$ cat config.mk
export PLATFORM = sky130hd
export DESIGN_NAME = encoder_speed_pid_top
export DESIGN_NICKNAME = d
export VERILOG_FILES = /design/src/rtl/core/esp_pkg.sv /design/src/rtl/core/encoder_speed_pid_top.sv /design/src/rtl/core/esp_div10.sv /design/src/rtl/core/esp_datapath.sv /design/src/rtl/core/esp_ctrl.sv
export VERILOG_INCLUDE_DIRS = /design/src /design/src/rtl/core
export SDC_FILE = /design/constraint.sdc
export NUM_CORES = 2
export LEC_CHECK = 0
export BUFFER_PORTS_ARGS = -buffer_cell sky130_fd_sc_hd__buf_2
export CAP_MARGIN = 30
export CORE_MARGIN = 2
export CORE_UTILIZATION = 55
export DETAILED_ROUTE_END_ITERATION = 6
export HOLD_SLACK_MARGIN = 0.1
export PLACE_DENSITY_LB_ADDON = 0.1
export SYNTH_ARGS = -nofsm -noshare
export SYNTH_HDL_FRONTEND = slang
export SYNTH_SLANG_ARGS = --single-unit
$ cat constraint.sdc
create_clock -name clock -period 12.6 [get_ports clock]
set_input_delay 1.26 -clock clock [delete_from_list [all_inputs] [get_ports clock]]
set_output_delay 1.26 -clock clock [all_outputs]
set_load 0.02 [all_outputs]
$ cat src/rtl/core/encoder_speed_pid_top_defines.svh
// encoder_speed_pid_top_defines.svh: assertion macros for the encoder speed pid block
// no dependencies; compiled out when SYNTHESIS is defined
`ifndef ENCODER_SPEED_PID_TOP_DEFINES_SVH
`define ENCODER_SPEED_PID_TOP_DEFINES_SVH
`ifndef SYNTHESIS
// concurrent check sampled on the rising clock edge, off during reset
`define ESP_ASSERT(label, clk, rst, prop, msg) \
   label: assert property (@(posedge clk) disable iff (rst) prop) else $error(msg);
// condition that must never be seen on a clock edge
`define ESP_NEVER(label, clk, rst, cond, msg) \
   `ESP_ASSERT(label, clk, rst, !(cond), msg)
`else
`define ESP_ASSERT(label, clk, rst, prop, msg)
`define ESP_NEVER(label, clk, rst, cond, msg)
`endif
`endif

$ cat src/rtl/core/esp_pkg.sv
// esp_pkg: types, constants and helpers for the encoder speed pid block
// no dependencies; used by every module of the block
`timescale 1ns / 1ps

package esp_pkg;

   localparam int COUNT_BITS_DEF = 16;
   localparam int GAIN_W         = 16;
   localparam int CSR_IDX_W      = 3;
   localparam int CSR_DATA_W     = 16;

   // register indexes
   localparam logic [CSR_IDX_W-1:0] CSR_PROP_GAIN    = 3'd0;
   localparam logic [CSR_IDX_W-1:0] CSR_INTEG_GAIN   = 3'd1;
   localparam logic [CSR_IDX_W-1:0] CSR_DERIV_GAIN   = 3'd2;
   localparam logic [CSR_IDX_W-1:0] CSR_TARGET_SPEED = 3'd3;
   localparam logic [CSR_IDX_W-1:0] CSR_COUNT_SCALE  = 3'd4;

   // input action codes
   localparam logic ACT_EDGE = 1'b0;
   localparam logic ACT_TICK = 1'b1;

   // product terms run through the shared multiplier
   localparam logic [1:0] TERM_SPD = 2'd0;
   localparam logic [1:0] TERM_P   = 2'd1;
   localparam logic [1:0] TERM_D   = 2'd2;
   localparam logic [1:0] TERM_I   = 2'd3;

   localparam int ERR_W   = 32;             // 150 * 2^23 fits in 31 bits
   localparam int MAG_W   = 40;             // magnitude after the q8.8 shift
   localparam int SCL_W   = MAG_W + 1;      // signed scaled term
   localparam int INTEG_W = 48;
   localparam int LIM_W   = 32;
   localparam int TOTAL_W = INTEG_W + 2;
   localparam int FRAC_W  = 16;
   localparam int SHIFT_Q = 8;              // q8.8 gain product
   localparam int SHIFT_I = 9;              // integral also halves

   localparam int DIV_STEP_BITS = 8;
   localparam int DIV_STEPS     = MAG_W / DIV_STEP_BITS;
   localparam int DIV_CNT_W     = $clog2(DIV_STEPS);

   localparam int ERR_SCALE_C = 150 * 256;
   localparam int LIM_MUL_C   = 130 * 256;
   localparam int LIM_OFS_C   = 40 * 65536;
   localparam int DRIVE_HI_C  = 255;
   localparam int DRIVE_LO_C  = -32768;
   localparam int SPD_MAX_C   = 32767;
   localparam int SPD_MIN_C   = -32768;

   typedef struct packed {
      logic action;
      logic chan_a;
      logic chan_b;
   } req_type;

   typedef struct packed {
      logic signed [15:0] drive;
      logic signed [15:0] measured_speed;
   } rsp_type;

   typedef struct packed {
      logic       edge_en;
      logic       count_clr;
      logic [1:0] term;
      logic       mul_en;
      logic       scl_load;
      logic       div_step;
      logic       cap_en;
      logic       err_en;
      logic       integ1_en;
      logic       integ2_en;
      logic       sum_en;
      logic       out_load;
   } esp_cmd_type;

   typedef struct packed {
      logic out_free;
   } esp_sts_type;

   function automatic logic signed [INTEG_W-1:0] sat_integ(input logic signed [INTEG_W:0] v);
      logic signed [INTEG_W-1:0] r;
      if (v[INTEG_W] != v[INTEG_W-1]) begin
         r = v[INTEG_W] ? {1'b1, {(INTEG_W-1){1'b0}}} : {1'b0, {(INTEG_W-1){1'b1}}};
      end else begin
         r = v[INTEG_W-1:0];
      end
      return r;
   endfunction

endpackage

$ cat src/rtl/core/encoder_speed_pid_top.sv
// encoder_speed_pid_top: top level of the quadrature edge counter and pid speed loop
// depends on esp_pkg, esp_ctrl, esp_datapath and encoder_speed_pid_top_defines.svh
`timescale 1ns / 1ps
`include "encoder_speed_pid_top_defines.svh"

// Quadrature edge counter with a PID speed loop. An edge beat (action 0)
// moves the signed counter up when chan_a equals chan_b and down otherwise;
// it gives no response. A tick beat (action 1) turns the count into a speed
// (count times the q8.8 count_scale), clears the count and runs one PID step
// on |target_speed| and |speed|, returning one response beat with the
// saturated drive and the measured speed. A tick occupies the block until its
// response is loaded, which waits while a previous response is held by a
// stalled rsp_ready; req_ready returns in the cycle after the load. One shared
// 33x17 multiplier serves the speed, P, D and I products in turn, and a
// divide-by-ten unit yields 8 quotient bits a cycle for the D and I terms.
// Edge beats are taken back to back whenever no tick is in flight. The user
// must write registers through csr_we, csr_index and csr_wdata only while the
// block is idle; the block itself does not enforce this.
module encoder_speed_pid_top import esp_pkg::*; #(
   parameter int COUNT_BITS = COUNT_BITS_DEF
) (
   input  logic                  clock,
   input  logic                  reset,
   // request channel
   input  logic                  req_valid,
   output logic                  req_ready,
   input  req_type               req_data,
   // response channel
   output logic                  rsp_valid,
   input  logic                  rsp_ready,
   output rsp_type               rsp_data,
   // register write port
   input  logic                  csr_we,
   input  logic [CSR_IDX_W-1:0]  csr_index,
   input  logic [CSR_DATA_W-1:0] csr_wdata
);

   esp_cmd_type cmd;
   esp_sts_type sts;

   // sequencer: owns the handshake on the request side
   esp_ctrl u_ctrl (
      .clock      (clock),
      .reset      (reset),
      .req_valid  (req_valid),
      .req_action (req_data.action),
      .req_ready  (req_ready),
      .cmd        (cmd),
      .sts        (sts)
   );

   // arithmetic, state and the response register
   esp_datapath #(
      .COUNT_BITS (COUNT_BITS)
   ) u_datapath (
      .clock     (clock),
      .reset     (reset),
      .csr_we    (csr_we),
      .csr_index (csr_index),
      .csr_wdata (csr_wdata),
      .req_data  (req_data),
      .rsp_ready (rsp_ready),
      .rsp_valid (rsp_valid),
      .rsp_data  (rsp_data),
      .cmd       (cmd),
      .sts       (sts)
   );

   // a response beat only appears after the sequencer loads it
   `ESP_ASSERT(a_rsp_after_load, clock, reset, $rose(rsp_valid) |-> $past(cmd.out_load), "response without load")
   // loading over a stalled response would drop a beat
   `ESP_ASSERT(a_load_when_free, clock, reset, cmd.out_load |-> sts.out_free, "response overwritten")
   // the counter steps up or down only on an accepted edge beat
   `ESP_ASSERT(a_edge_accepted, clock, reset, cmd.edge_en |-> (req_valid && req_ready && req_data.action == ACT_EDGE), "count moved without edge beat")
   // the count clear of a tick never meets an edge update
   `ESP_NEVER(a_clr_vs_edge, clock, reset, cmd.edge_en && cmd.count_clr, "edge and clear together")

endmodule

$ cat src/rtl/core/esp_div10.sv
// esp_div10: iterative unsigned divide by ten, several quotient bits per cycle
// depends on esp_pkg
`timescale 1ns / 1ps

module esp_div10 import esp_pkg::*; #(
   parameter int WIDTH     = MAG_W,
   parameter int STEP_BITS = DIV_STEP_BITS
) (
   input  logic             clock,
   input  logic             load,
   input  logic [WIDTH-1:0] load_val,
   input  logic             step,
   output logic [WIDTH-1:0] quot
);

   localparam logic [4:0] TEN = 5'd10;

   logic [WIDTH-1:0] num_ff, num_in;
   logic [3:0]       rem_ff, rem_in;
   logic [4:0]       r5;
   logic             ge;

   // dividend shifts out at the top, quotient bits shift in at the bottom
   always_comb begin
      num_in = num_ff;
      rem_in = rem_ff;
      r5     = '0;
      ge     = 1'b0;
      for (int i = 0; i < STEP_BITS; i++) begin
         r5     = {rem_in, num_in[WIDTH-1]};
         ge     = (r5 >= TEN);
         num_in = {num_in[WIDTH-2:0], ge};
         rem_in = ge ? 4'(r5 - TEN) : r5[3:0];
      end
   end

   always_ff @(posedge clock) begin
      if (load) begin
         num_ff <= load_val;
         rem_ff <= '0;
      end else if (step) begin
         num_ff <= num_in;
         rem_ff <= rem_in;
      end
   end

   assign quot = num_ff;

endmodule

$ cat src/rtl/core/esp_datapath.sv
// esp_datapath: config registers, edge counter, shared multiplier, scaling and pid arithmetic
// depends on esp_pkg and esp_div10
`timescale 1ns / 1ps

module esp_datapath import esp_pkg::*; #(
   parameter int COUNT_BITS = COUNT_BITS_DEF
) (
   input  logic                  clock,
   input  logic                  reset,
   input  logic                  csr_we,
   input  logic [CSR_IDX_W-1:0]  csr_index,
   input  logic [CSR_DATA_W-1:0] csr_wdata,
   input  req_type               req_data,
   input  logic                  rsp_ready,
   output logic                  rsp_valid,
   output rsp_type               rsp_data,
   input  esp_cmd_type           cmd,
   output esp_sts_type           sts
);

   localparam int MUL_A_W = ((COUNT_BITS > ERR_W) ? COUNT_BITS : ERR_W) + 1;
   localparam int MUL_W   = MUL_A_W + GAIN_W + 1;

   localparam logic signed [ERR_W-1:0]   ERR_SCALE = ERR_W'(ERR_SCALE_C);
   localparam logic [LIM_W-1:0]          LIM_MUL   = LIM_W'(LIM_MUL_C);
   localparam logic [LIM_W-1:0]          LIM_OFS   = LIM_W'(LIM_OFS_C);
   localparam logic signed [SCL_W-1:0]   SPD_MAX   = SCL_W'(SPD_MAX_C);
   localparam logic signed [SCL_W-1:0]   SPD_MIN   = SCL_W'(SPD_MIN_C);
   localparam logic signed [TOTAL_W-1:0] DRV_HI_T  = TOTAL_W'(DRIVE_HI_C * 65536);
   localparam logic signed [TOTAL_W-1:0] DRV_LO_T  = TOTAL_W'(DRIVE_LO_C);
   localparam logic signed [TOTAL_W-1:0] FRAC_RND  = TOTAL_W'((1 << FRAC_W) - 1);

   // config registers
   logic [GAIN_W-1:0]  prop_gain_ff, integ_gain_ff, deriv_gain_ff, count_scale_ff;
   logic signed [15:0] target_ff;

   always_ff @(posedge clock) begin
      if (reset) begin
         prop_gain_ff   <= '0;
         integ_gain_ff  <= '0;
         deriv_gain_ff  <= '0;
         target_ff      <= '0;
         count_scale_ff <= '0;
      end else if (csr_we) begin
         unique case (csr_index)
            CSR_PROP_GAIN:    prop_gain_ff   <= csr_wdata;
            CSR_INTEG_GAIN:   integ_gain_ff  <= csr_wdata;
            CSR_DERIV_GAIN:   deriv_gain_ff  <= csr_wdata;
            CSR_TARGET_SPEED: target_ff      <= $signed(csr_wdata);
            CSR_COUNT_SCALE:  count_scale_ff <= csr_wdata;
            default: ;
         endcase
      end
   end

   // edge counter, wraps
   logic [COUNT_BITS-1:0] count_ff, count_in;

   assign count_in = (req_data.chan_a == req_data.chan_b) ? count_ff + 1'b1 : count_ff - 1'b1;

   always_ff @(posedge clock) begin
      if (reset) begin
         count_ff <= '0;
      end else if (cmd.count_clr) begin
         count_ff <= '0;
      end else if (cmd.edge_en) begin
         count_ff <= count_in;
      end
   end

   // shared multiplier
   logic signed [ERR_W-1:0]   err_ff, err_in, prev_ff;
   logic signed [MUL_A_W-1:0] mul_a, err_ext, prev_ext;
   logic signed [GAIN_W:0]    mul_b;
   logic signed [MUL_W-1:0]   prod_ff, prod_in;

   assign err_ext  = MUL_A_W'(err_ff);
   assign prev_ext = MUL_A_W'(prev_ff);

   always_comb begin
      mul_a = MUL_A_W'($signed(count_ff));
      mul_b = $signed({1'b0, count_scale_ff});
      case (cmd.term)
         TERM_SPD: begin
            mul_a = MUL_A_W'($signed(count_ff));
            mul_b = $signed({1'b0, count_scale_ff});
         end
         TERM_P: begin
            mul_a = err_ext;
            mul_b = $signed({1'b0, prop_gain_ff});
         end
         TERM_D: begin
            mul_a = err_ext - prev_ext;
            mul_b = $signed({1'b0, deriv_gain_ff});
         end
         default: begin
            mul_a = err_ext + prev_ext;
            mul_b = $signed({1'b0, integ_gain_ff});
         end
      endcase
   end

   assign prod_in = mul_a * mul_b;

   always_ff @(posedge clock) begin
      if (cmd.mul_en) begin
         prod_ff <= prod_in;
      end
   end

   // magnitude, power-of-two shift, then optional divide by ten
   logic             prod_neg, sign_ff;
   logic [MUL_W-1:0] prod_abs;
   logic [MAG_W-1:0] scl_in, quot;
   logic signed [SCL_W-1:0] res;

   assign prod_neg = prod_ff[MUL_W-1];
   assign prod_abs = prod_neg ? MUL_W'(-prod_ff) : MUL_W'(prod_ff);
   assign scl_in   = (cmd.term == TERM_I) ? prod_abs[SHIFT_I +: MAG_W]
                                          : prod_abs[SHIFT_Q +: MAG_W];

   always_ff @(posedge clock) begin
      if (cmd.scl_load) begin
         sign_ff <= prod_neg;
      end
   end

   esp_div10 #(
      .WIDTH     (MAG_W),
      .STEP_BITS (DIV_STEP_BITS)
   ) u_div10 (
      .clock    (clock),
      .load     (cmd.scl_load),
      .load_val (scl_in),
      .step     (cmd.div_step),
      .quot     (quot)
   );

   assign res = sign_ff ? -$signed({1'b0, quot}) : $signed({1'b0, quot});

   // term capture
   logic signed [15:0]      spd_ff, spd_in;
   logic signed [SCL_W-1:0] p_ff, d_ff, qi_ff;

   always_comb begin
      if (res > SPD_MAX) begin
         spd_in = 16'(SPD_MAX);
      end else if (res < SPD_MIN) begin
         spd_in = 16'(SPD_MIN);
      end else begin
         spd_in = res[15:0];
      end
   end

   always_ff @(posedge clock) begin
      if (cmd.cap_en) begin
         case (cmd.term)
            TERM_SPD: spd_ff <= spd_in;
            TERM_P:   p_ff   <= res;
            TERM_D:   d_ff   <= res;
            default:  qi_ff  <= res;
         endcase
      end
   end

   // error and integral limit
   logic [15:0]        tmag, smag;
   logic signed [16:0] diff;
   logic [LIM_W-1:0]   lim_ff, lim_in;

   assign tmag   = target_ff[15] ? 16'(-target_ff) : 16'(target_ff);
   assign smag   = spd_ff[15] ? 16'(-spd_ff) : 16'(spd_ff);
   assign diff   = $signed({1'b0, tmag}) - $signed({1'b0, smag});
   assign err_in = ERR_W'(diff) * ERR_SCALE;
   assign lim_in = LIM_W'(tmag) * LIM_MUL + LIM_OFS;

   always_ff @(posedge clock) begin
      if (cmd.err_en) begin
         err_ff <= err_in;
         lim_ff <= lim_in;
      end
   end

   // integral with pull-back at the limit
   logic signed [INTEG_W-1:0] integ_ff, lim_s;
   logic signed [INTEG_W:0]   add1, sub2;
   logic signed [SCL_W-1:0]   qi_abs;

   assign lim_s  = INTEG_W'(lim_ff);
   assign qi_abs = qi_ff[SCL_W-1] ? -qi_ff : qi_ff;
   assign add1   = (INTEG_W+1)'(integ_ff) + (INTEG_W+1)'(qi_ff);
   assign sub2   = (INTEG_W+1)'(integ_ff) - (INTEG_W+1)'(qi_abs);

   always_ff @(posedge clock) begin
      if (reset) begin
         integ_ff <= '0;
         prev_ff  <= '0;
      end else if (cmd.integ1_en) begin
         prev_ff <= err_ff;
         if (integ_ff <= lim_s) begin
            integ_ff <= sat_integ(add1);
         end
      end else if (cmd.integ2_en) begin
         if (integ_ff >= lim_s) begin
            integ_ff <= sat_integ(sub2);
         end
      end
   end

   // output sum and drive
   logic signed [TOTAL_W-1:0] total_ff, total_in, rnd, drv_q;
   logic signed [15:0]        drive_in;

   assign total_in = TOTAL_W'(p_ff) + TOTAL_W'(d_ff) + TOTAL_W'(integ_ff);

   always_ff @(posedge clock) begin
      if (cmd.sum_en) begin
         total_ff <= total_in;
      end
   end

   assign rnd   = total_ff[TOTAL_W-1] ? total_ff + FRAC_RND : total_ff;
   assign drv_q = rnd >>> FRAC_W;

   always_comb begin
      if (total_ff > DRV_HI_T) begin
         drive_in = 16'(DRIVE_HI_C);
      end else if (drv_q < DRV_LO_T) begin
         drive_in = 16'(DRV_LO_T);
      end else begin
         drive_in = drv_q[15:0];
      end
   end

   // output register
   logic    rsp_valid_ff;
   rsp_type rsp_data_ff, rsp_data_in;

   assign rsp_data_in.drive          = drive_in;
   assign rsp_data_in.measured_speed = spd_ff;

   always_ff @(posedge clock) begin
      if (reset) begin
         rsp_valid_ff <= 1'b0;
      end else if (cmd.out_load) begin
         rsp_valid_ff <= 1'b1;
      end else if (rsp_ready) begin
         rsp_valid_ff <= 1'b0;
      end
   end

   always_ff @(posedge clock) begin
      if (cmd.out_load) begin
         rsp_data_ff <= rsp_data_in;
      end
   end

   assign rsp_valid    = rsp_valid_ff;
   assign rsp_data     = rsp_data_ff;
   assign sts.out_free = !rsp_valid_ff || rsp_ready;

endmodule

$ cat src/rtl/core/esp_ctrl.sv
// esp_ctrl: sequencer that walks one sample tick through the datapath
// depends on esp_pkg
`timescale 1ns / 1ps

module esp_ctrl import esp_pkg::*; (
   input  logic        clock,
   input  logic        reset,
   input  logic        req_valid,
   input  logic        req_action,
   output logic        req_ready,
   output esp_cmd_type cmd,
   input  esp_sts_type sts
);

   localparam logic [3:0] ST_IDLE = 4'd0;
   localparam logic [3:0] ST_MUL  = 4'd1;
   localparam logic [3:0] ST_LOAD = 4'd2;
   localparam logic [3:0] ST_DIV  = 4'd3;
   localparam logic [3:0] ST_CAP  = 4'd4;
   localparam logic [3:0] ST_ERR  = 4'd5;
   localparam logic [3:0] ST_INT1 = 4'd6;
   localparam logic [3:0] ST_INT2 = 4'd7;
   localparam logic [3:0] ST_SUM  = 4'd8;
   localparam logic [3:0] ST_OUT  = 4'd9;

   localparam logic [DIV_CNT_W-1:0] DIV_LAST = DIV_CNT_W'(DIV_STEPS - 1);

   logic [3:0]           state_ff, state_in;
   logic [1:0]           term_ff, term_in;
   logic [DIV_CNT_W-1:0] div_cnt_ff, div_cnt_in;

   always_comb begin
      state_in   = state_ff;
      term_in    = term_ff;
      div_cnt_in = div_cnt_ff;
      cmd        = '0;
      cmd.term   = term_ff;
      req_ready  = 1'b0;
      unique case (state_ff)
         ST_IDLE: begin
            req_ready = 1'b1;
            if (req_valid) begin
               if (req_action == ACT_TICK) begin
                  term_in  = TERM_SPD;
                  state_in = ST_MUL;
               end else begin
                  cmd.edge_en = 1'b1;
               end
            end
         end
         ST_MUL: begin
            cmd.mul_en    = 1'b1;
            cmd.count_clr = (term_ff == TERM_SPD);
            state_in      = ST_LOAD;
         end
         ST_LOAD: begin
            cmd.scl_load = 1'b1;
            div_cnt_in   = '0;
            state_in     = (term_ff == TERM_D || term_ff == TERM_I) ? ST_DIV : ST_CAP;
         end
         ST_DIV: begin
            cmd.div_step = 1'b1;
            div_cnt_in   = div_cnt_ff + 1'b1;
            if (div_cnt_ff == DIV_LAST) begin
               state_in = ST_CAP;
            end
         end
         ST_CAP: begin
            cmd.cap_en = 1'b1;
            case (term_ff)
               TERM_SPD: state_in = ST_ERR;
               TERM_P: begin
                  term_in  = TERM_D;
                  state_in = ST_MUL;
               end
               TERM_D: begin
                  term_in  = TERM_I;
                  state_in = ST_MUL;
               end
               default: state_in = ST_INT1;
            endcase
         end
         ST_ERR: begin
            cmd.err_en = 1'b1;
            term_in    = TERM_P;
            state_in   = ST_MUL;
         end
         ST_INT1: begin
            cmd.integ1_en = 1'b1;
            state_in      = ST_INT2;
         end
         ST_INT2: begin
            cmd.integ2_en = 1'b1;
            state_in      = ST_SUM;
         end
         ST_SUM: begin
            cmd.sum_en = 1'b1;
            state_in   = ST_OUT;
         end
         ST_OUT: begin
            if (sts.out_free) begin
               cmd.out_load = 1'b1;
               state_in     = ST_IDLE;
            end
         end
         default: state_in = ST_IDLE;
      endcase
   end

   always_ff @(posedge clock) begin
      if (reset) begin
         state_ff   <= ST_IDLE;
         term_ff    <= TERM_SPD;
         div_cnt_ff <= '0;
      end else begin
         state_ff   <= state_in;
         term_ff    <= term_in;
         div_cnt_ff <= div_cnt_in;
      end
   end

endmodule

# Yosys cells after proc, flatten, opt, wreduce, memory -nomap -nowiden
# Index checks and enable logic that the tools add are counted.
dict set report classes {
  n_addsub 25
  n_mul 3
  n_lt_le_gt_ge 14
  n_eq_ne 26
  muxes 59
  n_bitwise 1
  reduce_logical 28
}
# op count
set op_table {}
lappend op_table {{$mux W48} 8}
lappend op_table {{$mux W40} 3}
lappend op_table {{$pmux W33 S3} 1}
lappend op_table {{$mux W41} 2}
lappend op_table {{$mux W16} 5}
lappend op_table {{$add A50 B17 Y50 const B} 1}
lappend op_table {{$gt A50 B25 Y1 const B} 1}
lappend op_table {{$mul A33 B17 Y50} 1}
lappend op_table {{$mux W50} 1}
lappend op_table {{$add A42 B48 Y49} 1}
lappend op_table {{$add A48 B41 Y49} 1}
lappend op_table {{$mux W49} 1}
lappend op_table {{$neg A49 Y49} 1}
lappend op_table {{$sub A48 B41 Y49} 1}
lappend op_table {{$ge A48 B33 Y1} 1}
lappend op_table {{$le A48 B33 Y1} 1}
lappend op_table {{$mux W4} 12}
lappend op_table {{$pmux W16 S3} 1}
lappend op_table {{$add A41 B41 Y42} 1}
lappend op_table {{$gt A41 B16 Y1 const B} 1}
lappend op_table {{$lt A41 B16 Y1 const B} 1}
lappend op_table {{$neg A40 Y41} 1}
lappend op_table {{$neg A41 Y41} 1}
lappend op_table {{$ge A5 B4 Y1 const B} 8}
lappend op_table {{46 further kinds} 100}
dict set report totals {
  ff_bits 548
  in_bits 27
  out_inout_bits 34
  wordCells 182
}

# Longest topological paths before layout
dict set report logic_depth {
  word_depth 17
  mapped_depth 45
  mapped_depth_nobuf 43
}

# By module
# Synthesis repeated with hierarchy kept, for this count alone.
dict set report hier_totals {
  hier_cells 6606
  hier_area_um2 59081.7
}
# module n_inst cells_per_inst area_each_um2 seq_area_each_um2
set by_module_without_submodules {}
lappend by_module_without_submodules {esp_datapath 1 6205 55276.8 12882.4}
lappend by_module_without_submodules {esp_div10 1 309 3121.7 1281.2}
lappend by_module_without_submodules {esp_ctrl 1 92 683.2 180.2}

# Worst setup path before layout
# Ideal clock, no wire load.
dict set report synth_timing {
  kind {register to register}
  start {register u_ctrl.term_ff[0]}
  end {register u_datapath.prod_ff[49], data pin}
  setup_ns 0.260
  arrival_time_ns 10.007
  required_time_ns 12.340
  path_slack_ns 2.333
  path_stages_with_launch 44
  n_path_buf 2
  path_cell_list {dfxtp_1 inv_1 ha_1 clkbuf_1 buf_1 mux2i_1 ha_1 nor2b_1 o21ai_0 a21boi_0 o21ai_0 a21boi_0 o21ai_0 a21oi_1 o31a_1 a21boi_0 a21oi_1 a21o_1 [... 8 more ...] inv_1 fa_1 fa_1 inv_1 fa_1 inv_1 ha_1 a21oi_1 nor2b_1 o21ai_0 o21ai_0 inv_1 o31ai_1 o41ai_1 o21ai_1 a2111o_1 a21oi_1 xnor2_1}
}
dict set report synth_via {
  elab_chain_cells 3
}
# element line
set synth_lines {}
lappend synth_lines {{start: declaration} esp_ctrl.sv:29} ;# logic [1:0] term_ff, term_in;
lappend synth_lines {{start signal: assignment} esp_ctrl.sv:117} ;# term_ff <= term_in;
lappend synth_lines {{$eq A2 B2 Y1 (tied with other cells)} esp_datapath.sv:83} ;# case (cmd.term)
lappend synth_lines {{$pmux W33 S3 or $pmux W16 S3 (tied branches)} esp_datapath.sv:83}
lappend synth_lines {{$mul A33 B17 Y50 (*)} esp_datapath.sv:103} ;# assign prod_in = mul_a * mul_b;
lappend synth_lines {{via u_datapath.prod_in[49]} esp_datapath.sv:75} ;# logic signed [MUL_W-1:0] prod_ff, prod_in;
lappend synth_lines {{end signal: assignment} esp_datapath.sv:107} ;# prod_ff <= prod_in;
lappend synth_lines {{end: declaration} esp_datapath.sv:75}
# Mark *: on every way through the listed nets, which the timed path passes. The rest lies on a longest branch.
# A chain may end at the register's enable or synchronous reset.

# Worst setup path in the final report
# Same ends and word-level chain as after synthesis.

==> results.tsv <==
stage	metric	value	unit
routing	DR vias	45959	
clock_tree	CTS sink count	538	
routing	final wirelength	163	mm
synthesis	cell count after synthesis	6354	
setup_path	critical path launch point type	flip-flop	
timing	final number of max-transition violations	0	
global_route	vias in the first global route	45877	
synthesis	Syn Std Cell Area	56900	um^2
timing	post-route setup slack	1610	ps
power	Pwr per Cell Area	110	nW/um^2
floorplanning	Die Y	326	um
final_layout	n_diodes	0	
final_layout	layout cells sized above 1	5.37	%
clock_tree	CTS Buffer Depth	3	
clock_tree	CTS tree	yes	
synthesis	Yosys cell types	95	
timing	skew final	25.5	ps
clock_tree	post-cts sizing count	0	
global_route	largest net degree at the start of global routing	99	
synthesis	ys async rst share	0	%
routing	number of DRC markers in iteration 0	3773	
clock_tree	clock latency at the later pin of the worst-skew pair	640	ps
routing	vias per std cell	5.94	
synthesis	Yosys Warn Count	0	
synthesis	Synth top area share	20.5	%
synthesis	top cells by area, synth	fa_1, edfxtp_1, ha_1	
placed_design	port bufs	60	
run_status	status	finished, final reports clean	
timing	setup TNS	0	ps
synthesis	post-synthesis sequential area ratio	25.2	%
power	maximum vdd ir drop	0.144	mV
floorplanning	IO Count	61	
setup_path	CP max stage delay	630	ps
routing	Post-DRT Antenna Nets	0	
floorplanning	width of the die	326	um
timing	RSZ-0062 raised after global routing	false	
timing	Fmax achieved	91.0	MHz
floorplanning	Placement Rows	117	
final_layout	nets@finish	7359	
clock_tree	number of hold buffers added after cts	0	
floorplanning	initial cell density of the core	55.7	%
synthesis	#FFs+latches synth	538	
setup_path	arrival time at the worst endpoint	11360	ps
synthesis	area leader, netlist	fa_1	
timing	Tmin final	11000	ps
timing	hold_ws	454	ps
synthesis	EDFF count, synth	357	
final_layout	Area Overhead vs Synth	7.35	%
synthesis	Most used DFF post-synth	edfxtp_1	
timing	worst slew pin tran	1050	ps
placed_design	post-detail-place hpwl	127	mm
setup_path	CP most frequent cell	fa_1	
setup_path	slowest CP cell	o41ai_1	
placed_design	Placement Setup Slack	1770	ps
timing	endpoints failing hold	0	
floorplanning	die area	106000	um^2
global_route	total gr overflow	0	
global_route	first-pass GRT wire length	258	mm
clock_tree	postcts setup bufs	0	
synthesis	Post-Syn Nets	7402	
timing	Tcrit/Tclk final	87.3	%
setup_path	critical setup path kind	flip-flop to flip-flop	
clock_tree	H-tree levels	3	
synthesis	synthesized area per cell	8.95	um^2
clock_tree	Root Buffer	clkbuf_16	
routing	First-pass DRT Iterations	5	
clock_tree	CTS Buf Count	66	
setup_path	Worst setup EP type	flip-flop	
setup_path	critical-path maximum fanout	15	
flow_run	max cap viols	0	
worst_hold_path	Min-Delay Path Class	flip-flop to flip-flop	
power	leak pwr	26.5	nW
global_route	Tot GR Track Use	30.9	%
floorplanning	core area	102000	um^2
timing	Setup-failing EPs final	0	
setup_path	CP Data Required Time	12970	ps
global_route	initial antenna violation count	3	
clock_tree	CTS clock-pin slew for the worst setup and hold paths	70	ps
timing	Slew headroom	30.0	%
placed_design	gpl congestion	0.945	
routing	post-DR wirelength/cell	21.1	um
routing	Residual DRC	0	
==> cells in the final DEF, fill, tap and decap left out, types with 30 or more instances in the layout <==
master / synthesis / layout
ha_1: 439 / 436
nor4_1: 40 / 40
nand4_1: 35 / 35
nor2_1: 440 / 436
and2_1: 44 / 44
dfxtp_1: 181 / 181
o21bai_1: 56 / 56
a21oi_1: 434 / 427
nand2b_1: 64 / 64
fa_1: 582 / 582
nand3_1: 121 / 121
xnor2_1: 234 / 234
o31ai_1: 57 / 56
o21ai_0: 316 / 316
buf_4: 0 / 66
inv_1: 838 / 837
xor2_1: 166 / 166
clkbuf_16: 0 / 70
or3_1: 35 / 35
a32o_1: 44 / 44
nand2_1: 818 / 817
o21a_1: 35 / 35
buf_2: 2 / 61
or4_1: 30 / 30
a21o_1: 108 / 108
nor3_1: 84 / 81
edfxtp_1: 357 / 357
nor2b_1: 81 / 79
==> routing by layer <==
layer | vias to the layer above | track usage [%] | share of wire (%)
li1 | 21470 | - | -
met1 | 22539 | 40.3 | 41
met2 | 1586 | 50.7 | 46
met3 | 364 | 4.81 | 7.0
met4 | 0 | 14.5 | 5.3
met5 | - | 0 | 0
==> synthesized netlist by cell type, types with 56 or more instances <==
cell        n
a21o_1    108
a21oi_1   434
clkbuf_1  211
dfxtp_1   181
edfxtp_1  357
fa_1      582
ha_1      439
inv_1     838
nand2_1   818
nand2b_1   64
nand3_1   121
nor2_1    440
nor2b_1    81
nor3_1     84
o21ai_0   316
o21bai_1   56
o31ai_1    57
xnor2_1   234
xor2_1    166
==> metrics by stage <==
| stage | std cells | total power (W) | instance area [um^2] | util (%) |
|---|---|---|---|---|
| 2_1_floorplan | 6354 | 0.00396 | 56900 | - |
| 3_3_place_gp | 7605 | 0.00462 | 58700 | 57.4 |
| 3_5_place_dp | 7609 | 0.00464 | 58700 | 57.5 |
| 4_1_cts | 7729 | 0.00670 | 61100 | 59.7 |
| 5_1_grt | 7731 | 0.00706 | 61100 | 59.8 |
| 6_report | 7731 | 0.00670 | 61100 | 59.8 |
==> registers in the layout, indices dropped and copies added, names as in the netlist, 32 cells and up <==
register	flops
u_datapath.prod_ff	50
u_datapath.total_ff	49
u_datapath.integ_ff	48
u_datapath.d_ff	41
u_datapath.p_ff	41
u_datapath.qi_ff	41
u_datapath.u_div10.quot	40
u_datapath.rsp_data	32
==> worst max-delay path: cells and delay by family, from the launching register on <==
kind | cells | cell delay [ps]
AOI/OAI and AO/OA | 18 | 4860
adders and majority gates | 9 | 4310
muxes | 1 | 360
DFF | 1 | 340
and+or+nand+nor | 2 | 280
xor gates and xnor gates | 2 | 280
buffers and inverters | 4 | 270
==> power by group <==
group	switching (W)	internal, W	leakage, nW	total, W
Clock	0.000823	0.00121	1.12	0.00204
Sequential	0.000123	0.00209	4.70	0.00221
Combinational	0.00156	0.000896	20.7	0.00245
Total	0.00250	0.00419	26.5	0.00670
==> cell type report <==
class,count,area (um^2)
fillers,9082,41100
multi-input cells,4734,38700
flip-flops and latches,538,14300
inverters,841,3160
clock buffers,84,1880
well taps,1368,1710
repair buffers,130,860
clock inverters,36,422
==> final timing paths <==
check                                    start                      endpoint  slack, ps  depth (start not counted)
setup reg to reg             u_ctrl.term_ff[0]        u_datapath.prod_ff[49]       1610                         36
hold / removal    u_datapath.deriv_gain_ff[11]  u_datapath.deriv_gain_ff[11]        450                          2
setup / recovery             u_ctrl.term_ff[0]        u_datapath.prod_ff[49]       1610                         36
hold reg to reg   u_datapath.deriv_gain_ff[11]  u_datapath.deriv_gain_ff[11]        450                          2
==> kinds of logic after synthesis <==
logic type               synth area share, %
XOR/XNOR                                6.16
buffers and inverters                   7.17
adder cells (fa/ha/maj)                 30.2
flip-flops                              25.2
multiplexers                           0.572
AND/OR/NAND/NOR                         15.2
other                                0.00659
AO/OA/AOI/OAI                           15.5
(Power assumes the default switching activity.)
